`src/rtl/core/kwc_pkg.sv`:
```
// ----------------------------------------------------------------------------
// kwc_pkg
// Shared types and constants of the keyword occurrence counter: register
// codes, key byte layout and default sizes.
// ----------------------------------------------------------------------------
package kwc_pkg;

    // default sizes handed to the top level parameters
    localparam int KEY_MAX_DEF    = 16;
    localparam int COUNT_BITS_DEF = 32;

    // fixed field widths
    localparam int KEY_BYTES   = 16;
    localparam int KEY_IDX_W   = 4;
    localparam int KEY_LEN_W   = 5;
    localparam int CFG_IDX_W   = 2;
    localparam int CFG_DATA_W  = 64;
    localparam int OUT_COUNT_W = 32;

    // configuration register codes
    typedef enum logic [CFG_IDX_W-1:0] {
        REG_KEY_LOW    = 2'd0,
        REG_KEY_HIGH   = 2'd1,
        REG_KEY_LENGTH = 2'd2
    } cfg_reg_t;

    // key bytes, byte 0 is the first byte of the keyword
    typedef logic [KEY_BYTES-1:0][7:0] key_bytes_t;

    // key setup seen by the scan logic
    typedef struct packed {
        key_bytes_t           key;
        logic [KEY_LEN_W-1:0] length;   // already clamped to 1..KEY_MAX
    } key_cfg_t;

endpackage

```
`src/rtl/core/kwc_in_if.sv`:
```
// ----------------------------------------------------------------------------
// kwc_in_if
// Byte channel into the counter: one file byte and its framing per
// transaction.
// ----------------------------------------------------------------------------
interface kwc_in_if;

    logic       valid;
    logic       ready;
    logic [7:0] data_byte;
    logic       byte_present;
    logic       end_of_file;

    modport source (output valid, output data_byte, output byte_present,
                    output end_of_file, input ready);
    modport sink   (input valid, input data_byte, input byte_present,
                    input end_of_file, output ready);
    modport monitor (input valid, input data_byte, input byte_present,
                     input end_of_file, input ready);

endinterface

```
`src/rtl/core/kwc_out_if.sv`:
```
// ----------------------------------------------------------------------------
// kwc_out_if
// Result channel of the counter: one occurrence count per file.
// ----------------------------------------------------------------------------
interface kwc_out_if;

    logic        valid;
    logic        ready;
    logic [31:0] occurrence_count;

    modport source  (output valid, output occurrence_count, input ready);
    modport sink    (input valid, input occurrence_count, output ready);
    modport monitor (input valid, input occurrence_count, input ready);

endinterface

```
`src/rtl/core/keyword_occurrence_counter.sv`:
```
// ----------------------------------------------------------------------------
// keyword_occurrence_counter
// Counts non-overlapping occurrences of a 1 to 16 byte keyword in a byte
// stream and returns the count at each end-of-file marker.
// ----------------------------------------------------------------------------
// The block takes one byte transaction per clock cycle and keeps that rate as
// long as results are taken: the window compare, the block countdown and the
// saturating count update all sit between the input register and the state
// registers, so a new byte enters every cycle. The count of a file passes
// through the input register and the result register to the result channel.
// The byte channel stalls only while a finished count waits in the result
// register and a further end-of-file transaction is next in line; bytes of
// the following file keep flowing. Write the key registers only while no
// file is in flight; a key length of 0 acts as 1, any above KEY_MAX acts as
// KEY_MAX. No clearing pass is needed after reset.
// ----------------------------------------------------------------------------
module keyword_occurrence_counter
    import kwc_pkg::*;
#(
    parameter int KEY_MAX    = KEY_MAX_DEF,
    parameter int COUNT_BITS = COUNT_BITS_DEF
) (
    input  logic                  clk,
    input  logic                  rst_n,
    input  logic                  cfg_we,
    input  logic [CFG_IDX_W-1:0]  cfg_index,
    input  logic [CFG_DATA_W-1:0] cfg_data,
    kwc_in_if.sink                item,
    kwc_out_if.source             result
);

    key_cfg_t key_cfg;

    // keyword registers
    kwc_cfg_regs #(
        .KEY_MAX   (KEY_MAX)
    ) u_cfg_regs (
        .clk       (clk),
        .rst_n     (rst_n),
        .cfg_we    (cfg_we),
        .cfg_index (cfg_index),
        .cfg_data  (cfg_data),
        .key_cfg   (key_cfg)
    );

    // scan datapath
    kwc_scan #(
        .KEY_MAX    (KEY_MAX),
        .COUNT_BITS (COUNT_BITS)
    ) u_scan (
        .clk     (clk),
        .rst_n   (rst_n),
        .key_cfg (key_cfg),
        .item    (item),
        .result  (result)
    );

endmodule

```
`src/rtl/core/kwc_cfg_regs.sv`:
```
// ----------------------------------------------------------------------------
// kwc_cfg_regs
// Keyword configuration registers with the write port, and clamping of the
// key length to the supported range.
// ----------------------------------------------------------------------------
module kwc_cfg_regs
    import kwc_pkg::*;
#(
    parameter int KEY_MAX = KEY_MAX_DEF
) (
    input  logic                  clk,
    input  logic                  rst_n,
    input  logic                  cfg_we,
    input  logic [CFG_IDX_W-1:0]  cfg_index,
    input  logic [CFG_DATA_W-1:0] cfg_data,
    output key_cfg_t              key_cfg
);

    logic [CFG_DATA_W-1:0] key_low_reg;
    logic [CFG_DATA_W-1:0] key_high_reg;
    logic [KEY_LEN_W-1:0]  key_length_reg;
    logic [KEY_LEN_W-1:0]  length_clamped;

    // register writes
    always_ff @(posedge clk or negedge rst_n)
    begin
        if (!rst_n)
        begin
            key_low_reg    <= '0;
            key_high_reg   <= '0;
            key_length_reg <= KEY_LEN_W'(1);
        end
        else if (cfg_we)
        begin
            unique case (cfg_reg_t'(cfg_index))
                REG_KEY_LOW:    key_low_reg    <= cfg_data;
                REG_KEY_HIGH:   key_high_reg   <= cfg_data;
                REG_KEY_LENGTH: key_length_reg <= cfg_data[KEY_LEN_W-1:0];
                default:        ;
            endcase
        end
    end

    // zero acts as one, anything above the window depth acts as the depth
    always_comb
    begin
        if (key_length_reg == '0)
            length_clamped = KEY_LEN_W'(1);
        else if (key_length_reg > KEY_LEN_W'(KEY_MAX))
            length_clamped = KEY_LEN_W'(KEY_MAX);
        else
            length_clamped = key_length_reg;
    end

    assign key_cfg.key    = {key_high_reg, key_low_reg};
    assign key_cfg.length = length_clamped;

endmodule

```
`src/rtl/core/kwc_match.sv`:
```
// ----------------------------------------------------------------------------
// kwc_match
// Window compare: checks the newest key-length bytes of the window against
// the keyword, one byte lane per window position.
// ----------------------------------------------------------------------------
module kwc_match
    import kwc_pkg::*;
#(
    parameter int KEY_MAX = KEY_MAX_DEF,
    parameter int LEN_W   = $clog2(KEY_MAX + 1)
) (
    input  logic [KEY_MAX-1:0][7:0] window,     // entry 0 is the newest byte
    input  key_bytes_t              key,
    input  logic [LEN_W-1:0]        key_len,
    output logic                    hit
);

    logic [KEY_MAX-1:0] lane_ok;

    // window entry k lines up with key byte len-1-k
    for (genvar k = 0; k < KEY_MAX; k++)
    begin : g_lane
        logic                 in_use;
        logic [KEY_IDX_W-1:0] key_idx;

        assign in_use     = LEN_W'(k) < key_len;
        assign key_idx    = KEY_IDX_W'(key_len - LEN_W'(1) - LEN_W'(k));
        assign lane_ok[k] = !in_use || (window[k] == key[key_idx]);
    end

    assign hit = &lane_ok;

endmodule

```
`src/rtl/core/kwc_scan.sv`:
```
// ----------------------------------------------------------------------------
// kwc_scan
// Input register, per-file scan state (byte window, fill, block, count) and
// the result register with its handshake.
// ----------------------------------------------------------------------------
module kwc_scan
    import kwc_pkg::*;
#(
    parameter int KEY_MAX    = KEY_MAX_DEF,
    parameter int COUNT_BITS = COUNT_BITS_DEF
) (
    input  logic      clk,
    input  logic      rst_n,
    input  key_cfg_t  key_cfg,
    kwc_in_if.sink    item,
    kwc_out_if.source result
);

    localparam int LEN_W = $clog2(KEY_MAX + 1);
    localparam int BLK_W = (KEY_MAX > 1) ? $clog2(KEY_MAX) : 1;

    // input register
    logic       in_valid_reg;
    logic [7:0] in_byte_reg;
    logic       in_present_reg;
    logic       in_eof_reg;

    // per-file state
    logic [KEY_MAX-1:0][7:0] window_reg;
    logic [KEY_MAX-1:0][7:0] window_next;
    logic [LEN_W-1:0]        fill_reg;
    logic [LEN_W-1:0]        fill_next;
    logic [BLK_W-1:0]        blocked_reg;
    logic [BLK_W-1:0]        blocked_next;
    logic [COUNT_BITS-1:0]   count_reg;
    logic [COUNT_BITS-1:0]   count_next;

    // result register
    logic                   out_valid_reg;
    logic [OUT_COUNT_W-1:0] out_count_reg;

    logic             slot_free;
    logic             proc;
    logic             take;
    logic [LEN_W-1:0] key_len;
    logic             hit;
    logic             match_found;

    assign key_len = LEN_W'(key_cfg.length);

    // an item without end marker never waits for the result slot
    assign slot_free  = !out_valid_reg || result.ready;
    assign proc       = in_valid_reg && (!in_eof_reg || slot_free);
    assign item.ready = !in_valid_reg || proc;
    assign take       = item.valid && item.ready;

    // window with the new byte shifted in
    always_comb
    begin
        for (int i = KEY_MAX - 1; i > 0; i--)
            window_next[i] = window_reg[i-1];
        window_next[0] = in_byte_reg;
    end

    kwc_match #(
        .KEY_MAX (KEY_MAX),
        .LEN_W   (LEN_W)
    ) u_match (
        .window  (window_next),
        .key     (key_cfg.key),
        .key_len (key_len),
        .hit     (hit)
    );

    // fill, block and count after this byte
    always_comb
    begin
        fill_next    = fill_reg;
        blocked_next = blocked_reg;
        count_next   = count_reg;
        match_found  = 1'b0;
        if (in_present_reg)
        begin
            if (fill_reg != LEN_W'(KEY_MAX))
                fill_next = fill_reg + LEN_W'(1);
            if (blocked_reg != '0)
                blocked_next = blocked_reg - BLK_W'(1);
            else if (fill_next >= key_len && hit)
                match_found = 1'b1;
        end
        if (match_found)
        begin
            blocked_next = BLK_W'(key_len - LEN_W'(1));
            if (count_reg != '1)
                count_next = count_reg + COUNT_BITS'(1);
        end
    end

    // input register
    always_ff @(posedge clk or negedge rst_n)
    begin
        if (!rst_n)
            in_valid_reg <= 1'b0;
        else if (item.ready)
            in_valid_reg <= item.valid;
    end

    always_ff @(posedge clk)
    begin
        if (take)
        begin
            in_byte_reg    <= item.data_byte;
            in_present_reg <= item.byte_present;
            in_eof_reg     <= item.end_of_file;
        end
    end

    // window holds payload only: the fill count masks stale bytes
    always_ff @(posedge clk)
    begin
        if (proc && in_present_reg)
            window_reg <= window_next;
    end

    // per-file state, cleared after the end marker
    always_ff @(posedge clk or negedge rst_n)
    begin
        if (!rst_n)
        begin
            fill_reg    <= '0;
            blocked_reg <= '0;
            count_reg   <= '0;
        end
        else if (proc)
        begin
            if (in_eof_reg)
            begin
                fill_reg    <= '0;
                blocked_reg <= '0;
                count_reg   <= '0;
            end
            else
            begin
                fill_reg    <= fill_next;
                blocked_reg <= blocked_next;
                count_reg   <= count_next;
            end
        end
    end

    // result register
    always_ff @(posedge clk or negedge rst_n)
    begin
        if (!rst_n)
            out_valid_reg <= 1'b0;
        else if (proc && in_eof_reg)
            out_valid_reg <= 1'b1;
        else if (result.ready)
            out_valid_reg <= 1'b0;
    end

    always_ff @(posedge clk)
    begin
        if (proc && in_eof_reg)
            out_count_reg <= OUT_COUNT_W'(count_next);
    end

    assign result.valid            = out_valid_reg;
    assign result.occurrence_count = out_count_reg;

endmodule

```
`src/flat_wrapper.sv`:
```
// flat-port wrapper written by rule: the top's interface ports become plain ports
module keyword_occurrence_counter_flat import kwc_pkg::*;
#(
    parameter int KEY_MAX    = KEY_MAX_DEF,
    parameter int COUNT_BITS = COUNT_BITS_DEF
)
  (clk, rst_n, cfg_we, cfg_index, cfg_data, item_valid, item_data_byte, item_byte_present, item_end_of_file, item_ready, result_valid, result_occurrence_count, result_ready);
  kwc_in_if item_i ();
  kwc_out_if result_i ();
  input  logic clk;
  input  logic rst_n;
  input  logic cfg_we;
  input  logic [CFG_IDX_W-1:0] cfg_index;
  input  logic [CFG_DATA_W-1:0] cfg_data;
  input wire logic [$bits(item_i.valid)-1:0] item_valid;
  input wire logic [$bits(item_i.data_byte)-1:0] item_data_byte;
  input wire logic [$bits(item_i.byte_present)-1:0] item_byte_present;
  input wire logic [$bits(item_i.end_of_file)-1:0] item_end_of_file;
  output wire logic [$bits(item_i.ready)-1:0] item_ready;
  output wire logic [$bits(result_i.valid)-1:0] result_valid;
  output wire logic [$bits(result_i.occurrence_count)-1:0] result_occurrence_count;
  input wire logic [$bits(result_i.ready)-1:0] result_ready;
  assign item_i.valid = item_valid;
  assign item_i.data_byte = item_data_byte;
  assign item_i.byte_present = item_byte_present;
  assign item_i.end_of_file = item_end_of_file;
  assign item_ready = item_i.ready;
  assign result_valid = result_i.valid;
  assign result_occurrence_count = result_i.occurrence_count;
  assign result_i.ready = result_ready;
  keyword_occurrence_counter #(.KEY_MAX(KEY_MAX), .COUNT_BITS(COUNT_BITS)) u_core (.clk(clk), .rst_n(rst_n), .cfg_we(cfg_we), .cfg_index(cfg_index), .cfg_data(cfg_data), .item(item_i), .result(result_i));
endmodule
```
`config.mk`:
```
export PLATFORM = sky130hd
export DESIGN_NAME = keyword_occurrence_counter_flat
export DESIGN_NICKNAME = d
export VERILOG_FILES = /design/src/rtl/core/kwc_pkg.sv /design/src/rtl/core/kwc_in_if.sv /design/src/rtl/core/kwc_out_if.sv /design/src/rtl/core/keyword_occurrence_counter.sv /design/src/rtl/core/kwc_cfg_regs.sv /design/src/rtl/core/kwc_match.sv /design/src/rtl/core/kwc_scan.sv /design/src/flat_wrapper.sv
export SDC_FILE = /design/constraint.sdc
export NUM_CORES = 1
export LEC_CHECK = 0
export ABC_CLOCK_PERIOD_IN_PS = 15200
export BUFFER_PORTS_ARGS = -buffer_cell sky130_fd_sc_hd__buf_2
export CAP_MARGIN = 10
export CORE_MARGIN = 4
export CORE_UTILIZATION = 55
export DETAILED_ROUTE_END_ITERATION = 7
export PLACE_DENSITY_LB_ADDON = 0.15
export SYNTH_ARGS = -nofsm -noshare
export SYNTH_HDL_FRONTEND = slang
export SYNTH_SLANG_ARGS = --single-unit
```
`constraint.sdc`:
```
create_clock -name clk -period 15.2 [get_ports clk]
set_clock_uncertainty 0.1 [all_clocks]
set_input_delay 0.76 -clock clk [delete_from_list [all_inputs] [get_ports clk]]
set_output_delay 0.76 -clock clk [all_outputs]
set_load 0.01 [all_outputs]
```
Yosys cells after proc, flatten, opt, wreduce, memory -nomap -nowiden
Index checks and enable logic that the tools add are counted.

Input port bits: 81. Register bits: 338.

Magnitude comparators: 34. Mux-type cells: 50. Reductions and logical operators: 56. Eq/ne operators: 20. $add $sub $neg: 19.

Operators with widths (number): binary-select mux 8 bit (select 4 bit) (16); == test 8 bit (16); two-way mux 8 bit (16); two-way mux 32 bit (3); < comparator 4 x 5 -> 1 bit (second input constant) (16); < comparator 4 x 5 -> 1 bit (first input constant) (8); adder 32 x 1 -> 32 bit (second input constant) (1); inequality test 32 bit (second input constant) (1); subtractor 4 bit (second input constant) (8); two-way mux 5 bit (6); < comparator 3 x 5 -> 1 bit (first input constant) (4); logical NOT 1 bit (19); logical OR 1 bit (19); two-way mux 4 bit (4); AND reduction 16 bit (1); subtractor 4 x 3 -> 4 bit (second input constant) (4); subtractor 4 x 1 -> 4 bit (second input constant) (3); < comparator 1 x 5 -> 1 bit (first input constant) (2); < comparator 2 x 5 -> 1 bit (first input constant) (2); AND reduction 2 bit (4); subtractor 4 x 2 -> 4 bit (second input constant) (2); nonzero test 3 bit (2); adder 5 x 1 -> 5 bit (second input constant) (1); >= comparator 5 bit (1); 11 further kinds (20).

Longest topological paths before layout
Word-level depth: 16. Depth in mapped cells: 26. Gate-level depth less buffers: 17.

By module
A second synthesis with hierarchy kept.

Cell total of the unflattened synthesis: 1748. Area, all modules: 22475.3 um^2.

By module, submodules not included: kwc_match (instances 1, cells an instance 912, sequential area each 0.0 um^2, area each 9009.9 um^2); kwc_scan (instances 1, cells an instance 546, sequential area each 5940.7 um^2, area each 8066.5 um^2); kwc_cfg_regs (instances 1, cells an instance 290, sequential area each 3329.4 um^2, area each 5398.9 um^2).

Worst setup path before layout
OpenSTA, ideal clock, no wires.

Path kind: input port to flip-flop. Start: input port result_ready. End: register u_core.u_scan.blocked_reg[0]. Data arrival time: 7.365 ns. Path slack: 7.610 ns. Path buffers: 0. Required time: 14.975 ns. Stages: 5. Cell sequence: nand3b_1 -> nand2_1 -> nor2_1 -> o21ai_0 -> a32o_1.

Longest elaborated chain between the ends: 4.

RTL lines: start, declared (RTL line flat_wrapper.sv:22) `input wire logic [$bits(result_i.ready)-1:0] result_ready;`; logical OR 1 bit (RTL line kwc_scan.sv:52) `assign slot_free = !out_valid_reg || result.ready;`; logical OR 1 bit (RTL line kwc_scan.sv:53) `assign proc = in_valid_reg && (!in_eof_reg || slot_free);`; logical AND 1 bit (RTL line kwc_scan.sv:53); AND reduction 3 bit (no source line); end signal, assigned (RTL line kwc_scan.sv:145) `blocked_reg <= blocked_next;`; end, declared (RTL line kwc_scan.sv:33) `logic [BLK_W-1:0] blocked_reg;`.

Every way passes these cells. A chain may end at the register's enable or synchronous reset.

Final worst setup path
Start: register u_core.u_cfg_regs.key_length_reg[0]. End: register u_core.u_scan.out_count_reg[29], in the netlist u_core.u_scan.result.occurrence_count[29], data pin.

Longest elaborated chain between the ends: 15. Elaborated cells on any way between the ends: 123. Classes of those cells: add/sub (16); order compare (18); eq/ne (16); mux (38); reduce/logical (35).

RTL lines: start, declared (RTL line kwc_cfg_regs.sv:21) `logic [KEY_LEN_W-1:0] key_length_reg;`; start signal, assigned (RTL line kwc_cfg_regs.sv:38) `REG_KEY_LENGTH: key_length_reg <= cfg_data[KEY_LEN_W-1:0];`; greater-than comparator 5 bit (RTL line kwc_cfg_regs.sv:49) `else if (key_length_reg > KEY_LEN_W'(KEY_MAX))`; two-way mux 5 bit (RTL line kwc_cfg_regs.sv:49); two-way mux 5 bit * (RTL line kwc_cfg_regs.sv:47) `if (key_length_reg == '0)`; subtractor 4 x 1 -> 4 bit (RTL line kwc_match.sv:27) `assign key_idx = KEY_IDX_W'(key_len - LEN_W'(1) - LEN_W'(k));`; subtractor 4 x 1 -> 4 bit (tied with other cells) (RTL line kwc_match.sv:27); binary-select mux 8 bit (select 4 bit) (RTL line kwc_match.sv:28) `assign lane_ok[k] = !in_use || (window[k] == key[key_idx]);`; two-way mux 8 bit (implied by the code) (RTL line kwc_match.sv:28); == test 8 bit (RTL line kwc_match.sv:28); logical OR 1 bit (RTL line kwc_match.sv:28); AND reduction 16 bit (RTL line kwc_match.sv:31) `assign hit = &lane_ok;`; logical AND 1 bit * (RTL line kwc_scan.sv:88) `else if (fill_next >= key_len && hit)`; two-way mux 1 bit * (RTL line kwc_scan.sv:88); two-way mux 1 bit * (RTL line kwc_scan.sv:86) `if (blocked_reg != '0)`; two-way mux 1 bit * (RTL line kwc_scan.sv:82) `if (in_present_reg)`; two-way mux 32 bit * (RTL line kwc_scan.sv:91) `if (match_found)`; named net u_core.u_scan.count_next[29] (RTL line kwc_scan.sv:36) `logic [COUNT_BITS-1:0] count_next;`; end signal, assigned (RTL line kwc_scan.sv:165) `out_count_reg <= OUT_COUNT_W'(count_next);`; end, declared (RTL line kwc_scan.sv:40) `logic [OUT_COUNT_W-1:0] out_count_reg;`.

The timed path passes the listed nets; every way through them passes the cells marked *. The select of a mux whose other input is x is not followed.

==> out/results.txt <==
Worst path arrival time = 8.03 ns
Post-Layout Inst Area = 23800 um^2
Rel. slew slack = 0.238
Initial Util = 0.556
Largest net degree at the start of global routing = 90
Iter 0 DRT Violations = 2300
CTS tree = built
Worst-path cell chain = nor2b_2 -> buf_4 -> nor2_4 -> ha_1 -> buf_4 -> inv_1 -> or4_1 -> nor2_1 -> o21ai_0 -> nand4_1 -> xor2_1 -> nor4_1 -> nand2_1 -> a221oi_2 -> nand4_4 -> nor3_2 -> nand3_1 -> xnor2_1
Most common cell after layout, fill and taps aside = dfrtp_1
IO buf count = 114
Core area = 38600 um^2
Sequential fraction of the synthesis area = 0.432
Distinct cells, synth = 86
Slowest stage cell, crit path = dfstp_2
Via Count = 17000
CTS sink cnt = 338
Leading area contributor after synthesis = edfxtp_1
Drt pass-1 iters = 7
First-pass GRT wire length = 104 mm
Setup violations, final = 0
DRC viols = 0
Buf/Inv on CP = 3
Grt total ovfl = 0
PD cells = 189 nW/um^2
Post-CTS Resized = 0
Crit. End Element = register
H-tree depth = 2
Layout cell share with drive strength beyond 1 = 0.266
Worst Path Required = 15.41 ns
RSZ-0062 raised after global routing = no
Syn Inst Count = 1811
Min Clock Period, post-route = 7.82 ns
Register area = 9270 um^2
Final-stage net count = 1966
EDFF count, synth = 162
Fmax = 128 MHz
Main combinational cell family by area after synthesis = multiplexers
Synth async-reset ratio = 0.521
Simple logic cell fraction of the synthesized area = 0.115
CTS clk-pin slew, worst paths = 0.06 ns
Area added between synthesis and finish = 10.7%
Antenna Violating Nets Remaining = 0
Sum Neg Setup Slack = 0 ns
Worst-Skew Late Latency = 0.57 ns
Max incr delay on CP = 1.03 ns
Setup ws final = 7.38 ns
Final period util = 0.515
Diodes inserted = 0
WS Path Type = reg -> reg
Placed cell area = 22400 um^2
Pins Over Slew Limit = 0
Maxcap violations = 0
Final WL = 69.7 mm
Vias in the first global route = 16200
Worst Path Max Fanout = 41
Hold slack final = 0.0192 ns
Synthesized net count = 1904
Slew @ Worst Pin = 1.14 ns
Clock buffer depth = 3
Leakage = 9.18 nW
Most used cell, CP = buf_4
Mux contribution to synthesized area = 0.229
VDD IR max = 0.000123 V
Tightest Hold Check Type = in -> async
RePlAce Congestion = 1.01
Ys flop type = dfrtp_1
Die span in x = 206 um
Post-CTS setup-driven buffer insertion count = 0
CTS Buf Count = 39
Ports = 115
Die height = 206 um
Fin. Hold Viols = 0
Synthesis-stage register bit count = 338
Full die area = 42300 um^2
Area of the multi-input gates = 11600 um^2
Row cnt = 72
Initial antenna violation count = 1
Dpl ws = 7.39 ns
Post-synthesis adder-cell area fraction = 0.00699
Hpwl dp = 51.1 mm
Syn_area_per_cell = 11.9 um^2
XOR/XNOR Fraction of Synth Area = 0.0738
Setup crit start kind = register
Number of flip-flops under the largest register name = 120
Fillers = 3045
Vias per cell = 7.03
Most frequent cells in the layout = dfrtp_1, edfxtp_1, mux2_2, nand2_1, buf_2
Post-Syn Area = 21500 um^2
Synth area leaders = edfxtp_1, dfrtp_1, mux4_2, mux2_2, mux2i_1
YS warnings = 0
GRT Total Usage = 0.328
CP delay by family, top = simple AND/OR/NAND/NOR gates
Synth top area share = 0.226
Routed WL per cell = 28.8 um
Compound-gate portion of the synthesized area = 0.111
Outcome = completed
Final Total Pwr = 4.50 mW
Cts hold-fix bufs = 0
CTS root buf = clkbuf_16
## final cells by class
cell class | instances | share of cell area
well taps | 518 | 0.0273
flip-flops and latches | 338 | 0.390
clock buffers | 56 | 0.0477
inverters | 23 | 0.00363
repair buffers | 151 | 0.0361
multi-input cells | 1320 | 0.487
clock inverters | 16 | 0.00831
## cells by family (layout without fill, tap and decap cells)
group,Yosys count,in the layout
buffers and inverters,153,246
multiplexers,338,338
AND/OR/NAND/NOR,463,463
adder cells (fa/ha/maj),12,12
AO/OA/AOI/OAI,335,335
flip-flops,338,338
XOR/XNOR,172,172
## worst register-to-register path: cells and delay by family (launching register included)
| family | cells | cell delay [ns] |
|---|---|---|
| simple gates | 10 | 3.71 |
| buf+inv | 3 | 1.05 |
| flops | 1 | 1.03 |
| compound gates | 2 | 0.72 |
| fa+ha+maj | 1 | 0.71 |
| xor+xnor | 2 | 0.26 |
## synth_stat cells (all sizes together), types with 27 or more instances
cell	instances
a21oi	33
a22oi	40
buf	43
clkbuf	87
dfrtp	175
edfxtp	162
mux2	147
mux2i	83
mux4	108
nand2	130
nand3	113
nand4	53
nor2	42
nor4	27
o21ai	94
xnor2	86
xor2	86
## per-stage QoR
stage,util,instances
floorplan,-,1811
global placement,0.580,2349
detailed placement,0.580,2349
CTS,0.615,2421
global route,0.615,2422
finish,0.615,2422
## where the power goes
group | leakage (nW) | internal (mW) | switching, mW
logic | 4.83 | 0.904 | 1.41
clock network | 0.657 | 0.590 | 0.390
registers | 3.70 | 1.07 | 0.128
## path summary, 6_finish.rpt
check / slack, ns / cells after the start / start / end
worst max register to register: 7.38 / 18 / u_core.u_cfg_regs.key_length_reg[0] / u_core.u_scan.result.occurrence_count[29]
worst max-delay path: 7.38 / 18 / u_core.u_cfg_regs.key_length_reg[0] / u_core.u_scan.result.occurrence_count[29]
max in group asynchronous: 12.91 / 3 / rst_n / u_core.u_cfg_regs.key_low_reg[50]
worst min register to register: 0.37 / 0 / u_core.u_scan.window_next[109] / u_core.u_scan.window_next[117]
worst min-delay path: 0.02 / 1 / rst_n / u_core.u_scan.count_reg[8]
min in group clk: 0.28 / 1 / item_end_of_file / u_core.u_scan.in_eof_reg
## layer usage
| metal | part of all wire | wire length [um] | GRT usage | up-vias |
|---|---|---|---|---|
| li1 | - | - | - | 7192 |
| met4 | 0.040 | 2820 | 0.108 | 0 |
| met3 | 0.12 | 8230 | 0.0930 | 174 |
| met2 | 0.44 | 30800 | 0.491 | 1102 |
| met5 | 0 | 0 | 0 | - |
| met1 | 0.40 | 27900 | 0.464 | 8557 |
(Power assumes the default switching activity.)
